**config.mk**
```make
export PLATFORM = sky130hd
export DESIGN_NAME = sprite_tile_transform_store
export DESIGN_NICKNAME = d
export VERILOG_FILES = /design/src/rtl/core/stts_pkg.sv /design/src/rtl/core/stts_ram.sv /design/src/rtl/core/stts_ctrl.sv /design/src/rtl/core/stts_dp.sv /design/src/rtl/core/sprite_tile_transform_store.sv
export SDC_FILE = /design/constraint.sdc
export NUM_CORES = 2
export LEC_CHECK = 0
export BUFFER_PORTS_ARGS = -buffer_cell sky130_fd_sc_hd__buf_2
export CORE_MARGIN = 5
export CORE_UTILIZATION = 65
export CTS_CLUSTER_DIAMETER = 60
export DETAILED_ROUTE_END_ITERATION = 16
export PLACE_DENSITY = 0.77
export SYNTH_ARGS = -nofsm -noshare
export SYNTH_HDL_FRONTEND = slang
export SYNTH_HIERARCHICAL = 1
export SYNTH_SLANG_ARGS = --single-unit
export TNS_END_PERCENT = 30
```
**constraint.sdc**
```tcl
create_clock -name clk -period 9.45 [get_ports clk]
set_clock_uncertainty 0.1 [all_clocks]
set_input_delay 1.4175 -clock clk [delete_from_list [all_inputs] [get_ports clk]]
set_output_delay 1.4175 -clock clk [all_outputs]
set_load 0.005 [all_outputs]
```
**src/rtl/core/stts_pkg.sv**
```systemverilog
package stts_pkg;

  localparam int SIDE            = 16;
  localparam int PALETTE_ENTRIES = 16;
  localparam int ROM_ENTRIES     = 16;
  localparam int DEPTH           = SIDE * SIDE;
  localparam int ADDR_W          = $clog2(DEPTH);
  localparam int COORD_W         = 4;
  localparam int PIX_W           = 4;
  localparam int COLOR_W         = 16;
  localparam int OP_W            = 3;

  localparam logic [COORD_W-1:0] LAST_COORD = COORD_W'(SIDE - 1);

  localparam logic [OP_W-1:0] OP_WRITE  = 3'd0;
  localparam logic [OP_W-1:0] OP_READ   = 3'd1;
  localparam logic [OP_W-1:0] OP_FLIP_X = 3'd2;
  localparam logic [OP_W-1:0] OP_FLIP_Y = 3'd3;
  localparam logic [OP_W-1:0] OP_ROTATE = 3'd4;
  localparam logic [OP_W-1:0] OP_CLEAR  = 3'd5;

  typedef struct packed {
    logic load;
    logic exec;
    logic read;
    logic emit;
  } stts_cmd_t;

  function automatic logic [COLOR_W-1:0] rgb565(input int r, input int g, input int b);
    logic [7:0] r8;
    logic [7:0] g8;
    logic [7:0] b8;
    r8 = 8'(r);
    g8 = 8'(g);
    b8 = 8'(b);
    return {r8[7:3], g8[7:2], b8[7:3]};
  endfunction

  localparam logic [COLOR_W-1:0] PALETTE [ROM_ENTRIES] = '{
    16'h0000,
    16'hFFFF,
    rgb565(74, 84, 96),
    rgb565(165, 175, 185),
    rgb565(225, 65, 75),
    rgb565(245, 135, 55),
    rgb565(250, 215, 70),
    rgb565(75, 195, 95),
    rgb565(45, 150, 125),
    rgb565(60, 185, 210),
    rgb565(70, 110, 225),
    rgb565(105, 75, 185),
    rgb565(205, 75, 180),
    rgb565(235, 125, 175),
    rgb565(120, 75, 45),
    rgb565(255, 235, 200)
  };

  function automatic logic [COLOR_W-1:0] color_of(input logic [PIX_W-1:0] idx);
    if (int'(idx) < PALETTE_ENTRIES && int'(idx) < ROM_ENTRIES) begin
      return PALETTE[idx];
    end
    return PALETTE[0];
  endfunction

endpackage

```
**src/rtl/core/stts_ram.sv**
```systemverilog
module stts_ram #(
  parameter int WIDTH = 4,
  parameter int DEPTH = 256
) (
  input  logic                     clk,
  input  logic                     we,
  input  logic [$clog2(DEPTH)-1:0] waddr,
  input  logic [WIDTH-1:0]         wdata,
  input  logic [$clog2(DEPTH)-1:0] raddr,
  output logic [WIDTH-1:0]         rdata
);

  logic [WIDTH-1:0] mem_r [DEPTH];
  logic [WIDTH-1:0] rdata_r;

  always_ff @(posedge clk) begin
    if (we) begin
      mem_r[waddr] <= wdata;
    end
    rdata_r <= mem_r[raddr];
  end

  assign rdata = rdata_r;

endmodule

```
**src/rtl/core/stts_ctrl.sv**
```systemverilog
module stts_ctrl (
  input  logic               clk,
  input  logic               rst_n,
  input  logic               start,
  output logic               busy,
  output stts_pkg::stts_cmd_t cmd
);

  typedef enum logic [3:0] {
    ST_IDLE = 4'b0001,
    ST_OP   = 4'b0010,
    ST_RD   = 4'b0100,
    ST_OUT  = 4'b1000
  } state_t;

  state_t state_r;
  state_t state_nxt;

  always_comb begin
    state_nxt = state_r;
    unique case (state_r)
      ST_IDLE: begin
        if (start) begin
          state_nxt = ST_OP;
        end
      end
      ST_OP:   state_nxt = ST_RD;
      ST_RD:   state_nxt = ST_OUT;
      ST_OUT:  state_nxt = ST_IDLE;
      default: state_nxt = ST_IDLE;
    endcase
  end

  always_ff @(posedge clk) begin
    if (!rst_n) begin
      state_r <= ST_IDLE;
    end else begin
      state_r <= state_nxt;
    end
  end

  assign busy     = (state_r != ST_IDLE);
  assign cmd.load = start && (state_r == ST_IDLE);
  assign cmd.exec = (state_r == ST_OP);
  assign cmd.read = (state_r == ST_RD);
  assign cmd.emit = (state_r == ST_OUT);

  a_state_onehot: assert property (@(posedge clk) disable iff (!rst_n)
    $onehot(state_r)) else $error("state not one-hot");

  a_load_to_exec: assert property (@(posedge clk) disable iff (!rst_n)
    cmd.load |=> cmd.exec) else $error("accepted item not executed");

  a_exec_to_emit: assert property (@(posedge clk) disable iff (!rst_n)
    cmd.exec |=> ##1 cmd.emit) else $error("executed item not emitted");

endmodule

```
**src/rtl/core/stts_dp.sv**
```systemverilog
module stts_dp (
  input  logic                         clk,
  input  logic                         rst_n,
  input  stts_pkg::stts_cmd_t          cmd,
  input  logic [stts_pkg::OP_W-1:0]    in_op,
  input  logic [stts_pkg::COORD_W-1:0] in_x_pos,
  input  logic [stts_pkg::COORD_W-1:0] in_y_pos,
  input  logic [stts_pkg::PIX_W-1:0]   in_pixel_value,
  output logic                         out_valid,
  output logic [stts_pkg::PIX_W-1:0]   out_pixel_index,
  output logic [stts_pkg::COLOR_W-1:0] out_pixel_color
);

  logic [stts_pkg::OP_W-1:0]    op_r;
  logic [stts_pkg::COORD_W-1:0] x_r;
  logic [stts_pkg::COORD_W-1:0] y_r;
  logic [stts_pkg::PIX_W-1:0]   val_r;

  // orientation of the stored tile relative to the logical one
  logic swap_r, fy_r, fx_r;
  logic swap_nxt, fy_nxt, fx_nxt;

  logic [stts_pkg::DEPTH-1:0] valid_r;
  logic [stts_pkg::DEPTH-1:0] valid_nxt;
  logic                       rd_valid_r;

  logic                         out_valid_r;
  logic [stts_pkg::PIX_W-1:0]   out_index_r;
  logic [stts_pkg::COLOR_W-1:0] out_color_r;

  logic [stts_pkg::COORD_W-1:0] row_sel, col_sel, py, px;
  logic [stts_pkg::ADDR_W-1:0]  addr;
  logic                         in_tile;
  logic                         wr_en;
  logic [stts_pkg::PIX_W-1:0]   ram_rdata;
  logic [stts_pkg::PIX_W-1:0]   idx;

  assign in_tile = (int'(x_r) < stts_pkg::SIDE) && (int'(y_r) < stts_pkg::SIDE);
  assign row_sel = swap_r ? x_r : y_r;
  assign col_sel = swap_r ? y_r : x_r;
  assign py      = fy_r ? (stts_pkg::LAST_COORD - row_sel) : row_sel;
  assign px      = fx_r ? (stts_pkg::LAST_COORD - col_sel) : col_sel;
  assign addr    = stts_pkg::ADDR_W'(int'(py) * stts_pkg::SIDE + int'(px));
  assign wr_en   = cmd.exec && (op_r == stts_pkg::OP_WRITE) && in_tile;

  always_comb begin
    swap_nxt = swap_r;
    fy_nxt   = fy_r;
    fx_nxt   = fx_r;
    if (cmd.exec) begin
      unique case (op_r)
        stts_pkg::OP_FLIP_X: begin
          if (swap_r) fy_nxt = !fy_r;
          else        fx_nxt = !fx_r;
        end
        stts_pkg::OP_FLIP_Y: begin
          if (swap_r) fx_nxt = !fx_r;
          else        fy_nxt = !fy_r;
        end
        stts_pkg::OP_ROTATE: begin
          swap_nxt = !swap_r;
          if (swap_r) fx_nxt = !fx_r;
          else        fy_nxt = !fy_r;
        end
        default: begin
        end
      endcase
    end
  end

  always_comb begin
    valid_nxt = valid_r;
    if (cmd.exec && (op_r == stts_pkg::OP_CLEAR)) begin
      valid_nxt = '0;
    end else if (wr_en) begin
      valid_nxt[addr] = 1'b1;
    end
  end

  stts_ram #(
    .WIDTH (stts_pkg::PIX_W),
    .DEPTH (stts_pkg::DEPTH)
  ) u_tile_ram (
    .clk   (clk),
    .we    (wr_en),
    .waddr (addr),
    .wdata (val_r),
    .raddr (addr),
    .rdata (ram_rdata)
  );

  assign idx = (in_tile && rd_valid_r) ? ram_rdata : '0;

  always_ff @(posedge clk) begin
    if (!rst_n) begin
      swap_r      <= 1'b0;
      fy_r        <= 1'b0;
      fx_r        <= 1'b0;
      valid_r     <= '0;
      out_valid_r <= 1'b0;
    end else begin
      swap_r      <= swap_nxt;
      fy_r        <= fy_nxt;
      fx_r        <= fx_nxt;
      valid_r     <= valid_nxt;
      out_valid_r <= cmd.emit;
    end
  end

  always_ff @(posedge clk) begin
    if (cmd.load) begin
      op_r  <= in_op;
      x_r   <= in_x_pos;
      y_r   <= in_y_pos;
      val_r <= in_pixel_value;
    end
    if (cmd.read) begin
      rd_valid_r <= valid_r[addr];
    end
    if (cmd.emit) begin
      out_index_r <= idx;
      out_color_r <= stts_pkg::color_of(idx);
    end
  end

  assign out_valid       = out_valid_r;
  assign out_pixel_index = out_index_r;
  assign out_pixel_color = out_color_r;

  a_clear_empties: assert property (@(posedge clk) disable iff (!rst_n)
    cmd.exec && (op_r == stts_pkg::OP_CLEAR) |=> (valid_r == '0))
    else $error("clear left live entries");

  a_write_marks: assert property (@(posedge clk) disable iff (!rst_n)
    wr_en |=> valid_r[$past(addr)]) else $error("written entry not marked");

  a_rotate_swaps: assert property (@(posedge clk) disable iff (!rst_n)
    cmd.exec && (op_r == stts_pkg::OP_ROTATE) |=> (swap_r != $past(swap_r)))
    else $error("rotation did not swap axes");

endmodule

```
**src/rtl/core/sprite_tile_transform_store.sv**
```systemverilog
// channel   ports                                              transfer
// input     start, in_op, in_x_pos, in_y_pos, in_pixel_value   start && !busy
// result    out_valid, out_pixel_index, out_pixel_color        out_valid, one cycle
//
// Busy after the transfer through the op, RAM read and result states; the result
// strobes in the cycle after the result state, while the next item may start.
// The result is read from the single tile RAM, registered, after the op step.
// Flips and rotation only update a 3-bit orientation; clear drops the valid bits.
// rst_n synchronous: empty tile, identity orientation, no pending item.
// The receiver cannot stall; out_valid lasts exactly one cycle.
module sprite_tile_transform_store (
  input  logic                         clk,
  input  logic                         rst_n,
  input  logic                         start,
  output logic                         busy,
  input  logic [stts_pkg::OP_W-1:0]    in_op,
  input  logic [stts_pkg::COORD_W-1:0] in_x_pos,
  input  logic [stts_pkg::COORD_W-1:0] in_y_pos,
  input  logic [stts_pkg::PIX_W-1:0]   in_pixel_value,
  output logic                         out_valid,
  output logic [stts_pkg::PIX_W-1:0]   out_pixel_index,
  output logic [stts_pkg::COLOR_W-1:0] out_pixel_color
);

  stts_pkg::stts_cmd_t cmd;

  stts_ctrl u_ctrl (
    .clk   (clk),
    .rst_n (rst_n),
    .start (start),
    .busy  (busy),
    .cmd   (cmd)
  );

  stts_dp u_dp (
    .clk             (clk),
    .rst_n           (rst_n),
    .cmd             (cmd),
    .in_op           (in_op),
    .in_x_pos        (in_x_pos),
    .in_y_pos        (in_y_pos),
    .in_pixel_value  (in_pixel_value),
    .out_valid       (out_valid),
    .out_pixel_index (out_pixel_index),
    .out_pixel_color (out_pixel_color)
  );

endmodule
```
**After elaboration in Yosys (flattened, before gate mapping)**

Memories as Yosys holds them, arrays and structs flattened. A register that Yosys moved wholly into a read port is not among the register bits.
Cells that the tools add are included.

- Register bits after elaboration: 284
- Memory bits (writable): 1024
- ROM bits: 256
- Bits of input ports: 18
- Output and inout port bits: 22
- Logic and storage cells: 71
- Memories kept: 2

- $add $sub $neg: 3
- Order comparisons: 2
- Equal/unequal tests: 14
- Multiplexer cells: 20
- Bitwise logic cells: 3
- Reduce and logical (&&, ||, !) cells: 15

Memories:

| name | depth | width | rd ports | clocked after Yosys merged registers in | wr ports | line | text |
|---|---|---|---|---|---|---|---|
| u_dp.u_tile_ram.mem_r | 256 | 4 | 1 | 1 | 1 | stts_ram.sv:13 | `logic [WIDTH-1:0] mem_r [DEPTH];` |
| (name not given) | 16 | 16 | 1 | 1 | 0 | stts_pkg.sv:60 | `return PALETTE[idx];` |

Operators by type and width:

| operator | count |
|---|---|
| $or 256x256->256 | 1 |
| $mux 4 | 6 |
| $pmux 4 s3 | 1 |
| $lt 8x9->1 const B | 1 |
| $mux 1 | 9 |
| $add 8x4->8 | 1 |
| $bmux 1 s8 | 1 |
| $demux 1 s8 | 1 |
| $ge 8x1->1 const B | 1 |
| $reduce_and 4->1 | 2 |
| $sub 4x4->4 const A | 2 |
| $eq 3x2->1 const B | 2 |
| $eq 3x3->1 const B | 2 |
| $ne 2x2->1 const B | 3 |
| $not 4->5 | 1 |
| $eq 4x1->1 const B | 1 |
| $eq 4x2->1 const B | 1 |
| $eq 4x3->1 const B | 1 |
| $eq 4x4->1 const B | 1 |
| $logic_and 1x1->1 | 4 |
| $logic_not 1->1 | 4 |
| $ne 2x1->1 const B | 2 |
| $ne 4x1->1 const B | 1 |
| $pmux 1 s2 | 2 |
| 5 further kinds | 6 |

**Longest topological paths before layout**

- Depth in word-level cells: 9
- Gate-level depth with buffers: 18

**By module**

The synthesis kept the hierarchy.

Modules (own cells, without submodules):

| module | instances | cells an instance | area each (µm²) | seq. area each (µm²) |
|---|---|---|---|---|
| stts_ram | 1 | 2051 | 40675.3 | 30829.6 |
| stts_dp | 1 | 1460 | 12428.2 | 6286.0 |
| stts_ctrl | 1 | 20 | 201.4 | 80.1 |

**Worst setup path after synthesis**

Ideal clock, no wire load.

- Kind: reg2reg
- Start: reg u_dp/val_r[0] in the netlist's numbering
- End: mem u_dp.u_tile_ram.mem_r[0][0] (data pin)
- Arrival time: 3.228 ns
- Path slack: 5.304 ns
- Stages on the path, launching flop included: 1
- Path buffers: 0
- Cells stage by stage: edfxtp_1

RTL lines:

| what | line | text |
|---|---|---|
| start: declaration | stts_dp.sv:17 | `logic [stts_pkg::PIX_W-1:0] val_r;` |
| start signal: assignment | stts_dp.sv:115 | `val_r <= in_pixel_value;` |
| end: declaration | stts_ram.sv:13 |  |

Straight into the memory's write port.

**Final worst setup path**

- Start: reg u_dp.swap_r
- End: reg u_dp.u_tile_ram.rdata_r[2] (netlist: u_dp/u_tile_ram/rdata[2]) (read register of u_dp.u_tile_ram.mem_r)

- Cells in the longest elaborated chain, start to end: 4
- Elaborated cells between the ends (all ways): 7
- Those cells by class: add/sub (3); mux (4)

Ends and longest elaborated chain:

| what | line | text |
|---|---|---|
| start: declaration | stts_dp.sv:20 | `logic swap_r, fy_r, fx_r;` |
| start signal: assignment | stts_dp.sv:102 | `swap_r <= swap_nxt;` |
| $mux 4, on equally long branches | stts_dp.sv:40, stts_dp.sv:39 |  |
| $sub 4x4->4, on equally long branches | stts_dp.sv:42, stts_dp.sv:41 |  |
| $mux 4, on equally long branches | stts_dp.sv:42, stts_dp.sv:41 |  |
| $add 8x4->8 (*) | stts_dp.sv:43 | `assign addr = stts_pkg::ADDR_W'(int'(py) * stts_pkg::SIDE + int'(px));` |
| end: declaration | stts_ram.sv:14 | `logic [WIDTH-1:0] rdata_r;` |

Every way passes the cells marked *; elsewhere a longest branch is shown, timed or not.
A chain may end at the register's enable or synchronous reset.

==> results_tabular.tex <==
\begin{tabular}{lr}
\hline
Metric & Value \\
\hline
\multicolumn{2}{l}{\textbf{Worst setup path}} \\
Critical-path maximum fanout & approximately 120 \\
Worst path max stage delay & approximately 1.1 ns \\
WP data arrival & around 6.5 ns \\
Nature of the critical path startpoint & flop \\
Critical Path Start & u\_dp/swap\_r \\
Worst endpoint required time & 9.91 ns \\
R2r setup slk & roughly 3.4 ns \\
Slowest stage cell on the critical path & nor4\_1 \\
Reg-to-reg startpoint & u\_dp/swap\_r \\
Path depth of the worst reg2reg path & 11 \\
Capture point of the worst reg-to-reg path & u\_dp/u\_tile\_ram/rdata[2] \\
Crit Path Class & flop to flop \\
Element type at the critical path end & flop \\
CP cell instances & buf\_4 -> mux2i\_4 -> xor2\_4 -> buf\_4 -> clkinv\_8 -> buf\_4 -> mux4\_2 -> mux4\_2 -> nor3b\_1 -> nor4\_1 -> o211ai\_1 \\
Top cell by count, worst path & buf\_4 \\
\multicolumn{2}{l}{\textbf{Clock network}} \\
Hold buffer count at cts & 0 \\
Clk sink count & between 1000 and 1500 \\
Cells resized by post-CTS repair & 0 \\
CTS tree & built \\
Post-CTS setup-driven buffer insertion count & 0 \\
CTS max path bufs & 3 \\
CTS clock-pin slew for the worst setup and hold paths & approximately 0.060 ns \\
Master cell of the clock root buffer & clkbuf\_16 \\
CTS Buf Count & roughly 130 \\
H-tree depth reported by CTS & 4 \\
Skew-Pair Late Insertion Delay & about 0.73 ns \\
\multicolumn{2}{l}{\textbf{Logic synthesis}} \\
Flip-flop and latch count after synthesis & about 1300 \\
Post-synthesis async set-or-reset flop share & 0 \\
Cells after synthesis & between 3000 and 4000 \\
Leading cell types by count after synthesis & edfxtp\_1, nor2\_1, mux4\_2, a21oi\_1, dfxtp\_1 \\
Most numerous cell in the Yosys netlist & edfxtp\_1 \\
Part of the Yosys area used for sequential elements & 0.698 \\
Yosys warnings & 6 \\
Largest cells by area after synthesis & edfxtp\_1, mux4\_2, dfxtp\_1 \\
Avg Inst Size Synth & between 15 and 20 um2 \\
Most area-hungry cell type in the Yosys netlist & edfxtp\_1 \\
Summed instance area of the synthesized netlist & about 53000 um2 \\
Synth cell types & 64 \\
Area share of the leading cell type in the synthesized netlist & 0.597 \\
Number of enable flip-flop cells after synthesis & roughly 1100 \\
Synthesized Nets & 3556 \\
Primary flip-flop cell chosen by synthesis mapping & edfxtp\_1 \\
\multicolumn{2}{l}{\textbf{Route}} \\
Vias & between 30000 and 40000 \\
Via count normalized by instance count & 6.79 \\
DRC viols & 0 \\
1st-iter DRT viols & 4334 \\
Routed length per instance & 27.5 um \\
Final ANT Viol Nets & 0 \\
Drt pass-1 iters & 6 \\
Aggregate routed wire length & about 130000 um \\
\multicolumn{2}{l}{\textbf{Finish}} \\
Non-filler instance count after layout & 4708 \\
Final core utilization & 0.716 \\
Final net count & 3559 \\
Share of layout cells above drive strength 1 & 0.165 \\
Synthesis-to-layout area growth & 9.78\% \\
\multicolumn{2}{l}{\textbf{GRT}} \\
Initial antenna violation count & 3 \\
Global-route usage over all layers & 0.298 \\
Sum of overflow across all layers after global routing & 0 \\
Number of global-route vias before repair & $\sim$32000 \\
Largest net degree at the start of global routing & roughly 260 \\
First-pass GRT wire length & 196000 um \\
\multicolumn{2}{l}{\textbf{STA}} \\
RSZ-0062 raised after global routing & false \\
Final-layout worst hold slack & 0.364 ns \\
Fin Setup TNS & 0 ns \\
Upper clock frequency limit & 166 MHz \\
Final hold violations & 0 \\
Pin slew with the least headroom to its limit & $\sim$1.3 ns \\
Final clock period utilization by the worst path & 0.637 \\
Worst max-slew margin expressed relative to the limit & 0.0959 \\
Final period demand of the worst path & approximately 6 ns \\
Max-slew violations & 0 \\
\# setup viols final & 0 \\
\multicolumn{2}{l}{\textbf{Floorplanning}} \\
Die W & $\sim$300 um \\
Core Footprint & just over 80000 um2 \\
Io pins & 40 \\
Die area & between 80000 and 90000 um2 \\
Starting Density & 0.652 \\
Height of the die & 296 um \\
Site Rows & approximately 110 \\
\multicolumn{2}{l}{\textbf{Hold path}} \\
Tightest Hold Check Type & flop to flop \\
Endpoint, Worst Hold & u\_dp/valid\_r[47] \\
Hold path depth & 2 \\
Origin of the worst min-delay path & u\_dp/valid\_r[47] \\
\multicolumn{2}{l}{\textbf{Run status}} \\
Status & finished, final reports clean \\
\multicolumn{2}{l}{\textbf{Placement}} \\
\# port buffers & 39 \\
Placed cell count & 4470 \\
Placer congestion estimate & slightly below 0.9 \\
HPWL reported at the end of detailed placement & 76400 um \\
\multicolumn{2}{l}{\textbf{Power and ir drop}} \\
Total leakage power & around 19 nW \\
Power Dens Cells & roughly 210 nW/um2 \\
Peak supply drop & around 0.18 mV \\
\multicolumn{2}{l}{\textbf{Run}} \\
Max-Cap Viols & 0 \\
\hline
\end{tabular}
==> worst max path at each step <==
stage / end / slack (ns)
floorplan: u_dp/u_tile_ram/mem_r[0][0] / 5.30
global placement: u_dp/u_tile_ram/rdata[2] / 3.64
detailed placement: u_dp/u_tile_ram/rdata[2] / 3.59
CTS: u_dp/u_tile_ram/rdata[2] / 3.57
global route: u_dp/u_tile_ram/rdata[2] / 3.25
finish: u_dp/u_tile_ram/rdata[2] / 3.43
==> kinds of logic (layout without fill, tap and decap cells) <==
kind of cell,Yosys count,after routing,share of synthesized area
buffers and inverters,248,354,0.0228
multiplexers,375,375,0.137
XOR/XNOR,14,14,0.00265
other,0,1,0
AO/OA/AOI/OAI,444,444,0.0487
adder cells (fa/ha/maj),7,7,0.00164
flip-flops,1328,1328,0.698
AND/OR/NAND/NOR,1115,1115,0.0899
==> where the power goes <==
group          total (mW)  switching (mW)  internal [mW]
Clock                5.11            2.20           2.91
Sequential           6.37          0.0324           6.34
Combinational       0.801           0.532          0.269
==> area by class of cell <==
class / count / area (um2)
Sequential cell: 1328 / 37200
Fill cell: 4911 / 23200
Multi-Input combinational cell: 1955 / 15000
Clock buffer: 162 / 3420
Tap cell: 1070 / 1340
Clock inverter: 75 / 813
Timing Repair Buffer: 100 / 706
Inverter: 17 / 83.8
Antenna cell: 1 / 2.50
==> flip-flops by register name (all words and copies together), names as in the netlist <==
| signal | flops |
|---|---|
| u_ctrl/state_r | 4 |
| u_dp/fx_r | 1 |
| u_dp/fy_r | 1 |
| u_dp/op_r | 3 |
| u_dp/out_pixel_color | 16 |
| u_dp/out_pixel_index | 4 |
| u_dp/out_valid | 1 |
| u_dp/rd_valid_r | 1 |
| u_dp/swap_r | 1 |
| u_dp/u_tile_ram/mem_r | 1024 |
| u_dp/u_tile_ram/rdata | 4 |
| u_dp/val_r | 4 |
| u_dp/valid_r | 256 |
| u_dp/x_r | 4 |
| u_dp/y_r | 4 |
==> critical path, delay by kind of cell, from the launching register on <==
family                 cells  cell delay (ns)
flip-flops                 1             0.32
AO/OA/AOI/OAI              1             0.14
buffers and inverters      4             2.45
AND/OR/NAND/NOR            2             1.34
XOR/XNOR                   1             0.15
multiplexers               3             1.25
==> per-layer routing <==
layer	wire length [um]	global-route usage	vias to the layer above
met5	26	0	-
met4	5640	0.124	4
met3	14200	0.0698	396
met2	61600	0.469	2067
met1	48200	0.411	16000
li1	-	-	13500
==> stage by stage <==
step | setup slack [ns] | instance area (um2) | total power, mW
final | 3.43 | 58500 | 12.3
after global routing | 3.25 | 58500 | 12.6
after CTS | 3.57 | 58500 | 12.3
after detailed placement | 3.59 | 54300 | 7.28
after global placement | 3.64 | 54300 | 7.25
after floorplan | 5.30 | 53300 | 7.06
==> cell usage in the layout (no fill, tap or decap), types with 10 or more instances in the layout <==
cell type	count
o21ai_0	28
a21oi_1	278
clkbuf_16	132
and2_1	11
a22oi_1	35
bufinv_16	11
nor2b_1	40
o211ai_1	15
inv_1	13
nand4_1	31
buf_2	39
mux4_2	280
clkinv_1	24
nor3_1	14
nor2_1	589
buf_4	56
mux2i_1	88
clkinv_8	10
clkinv_2	16
nand2b_1	23
clkbuf_1	30
dfxtp_1	268
edfxtp_1	1060
nand2_1	228
o22ai_1	12
a31oi_1	11
nand3_1	132
nor4_1	11
(Power assumes the default switching activity.)
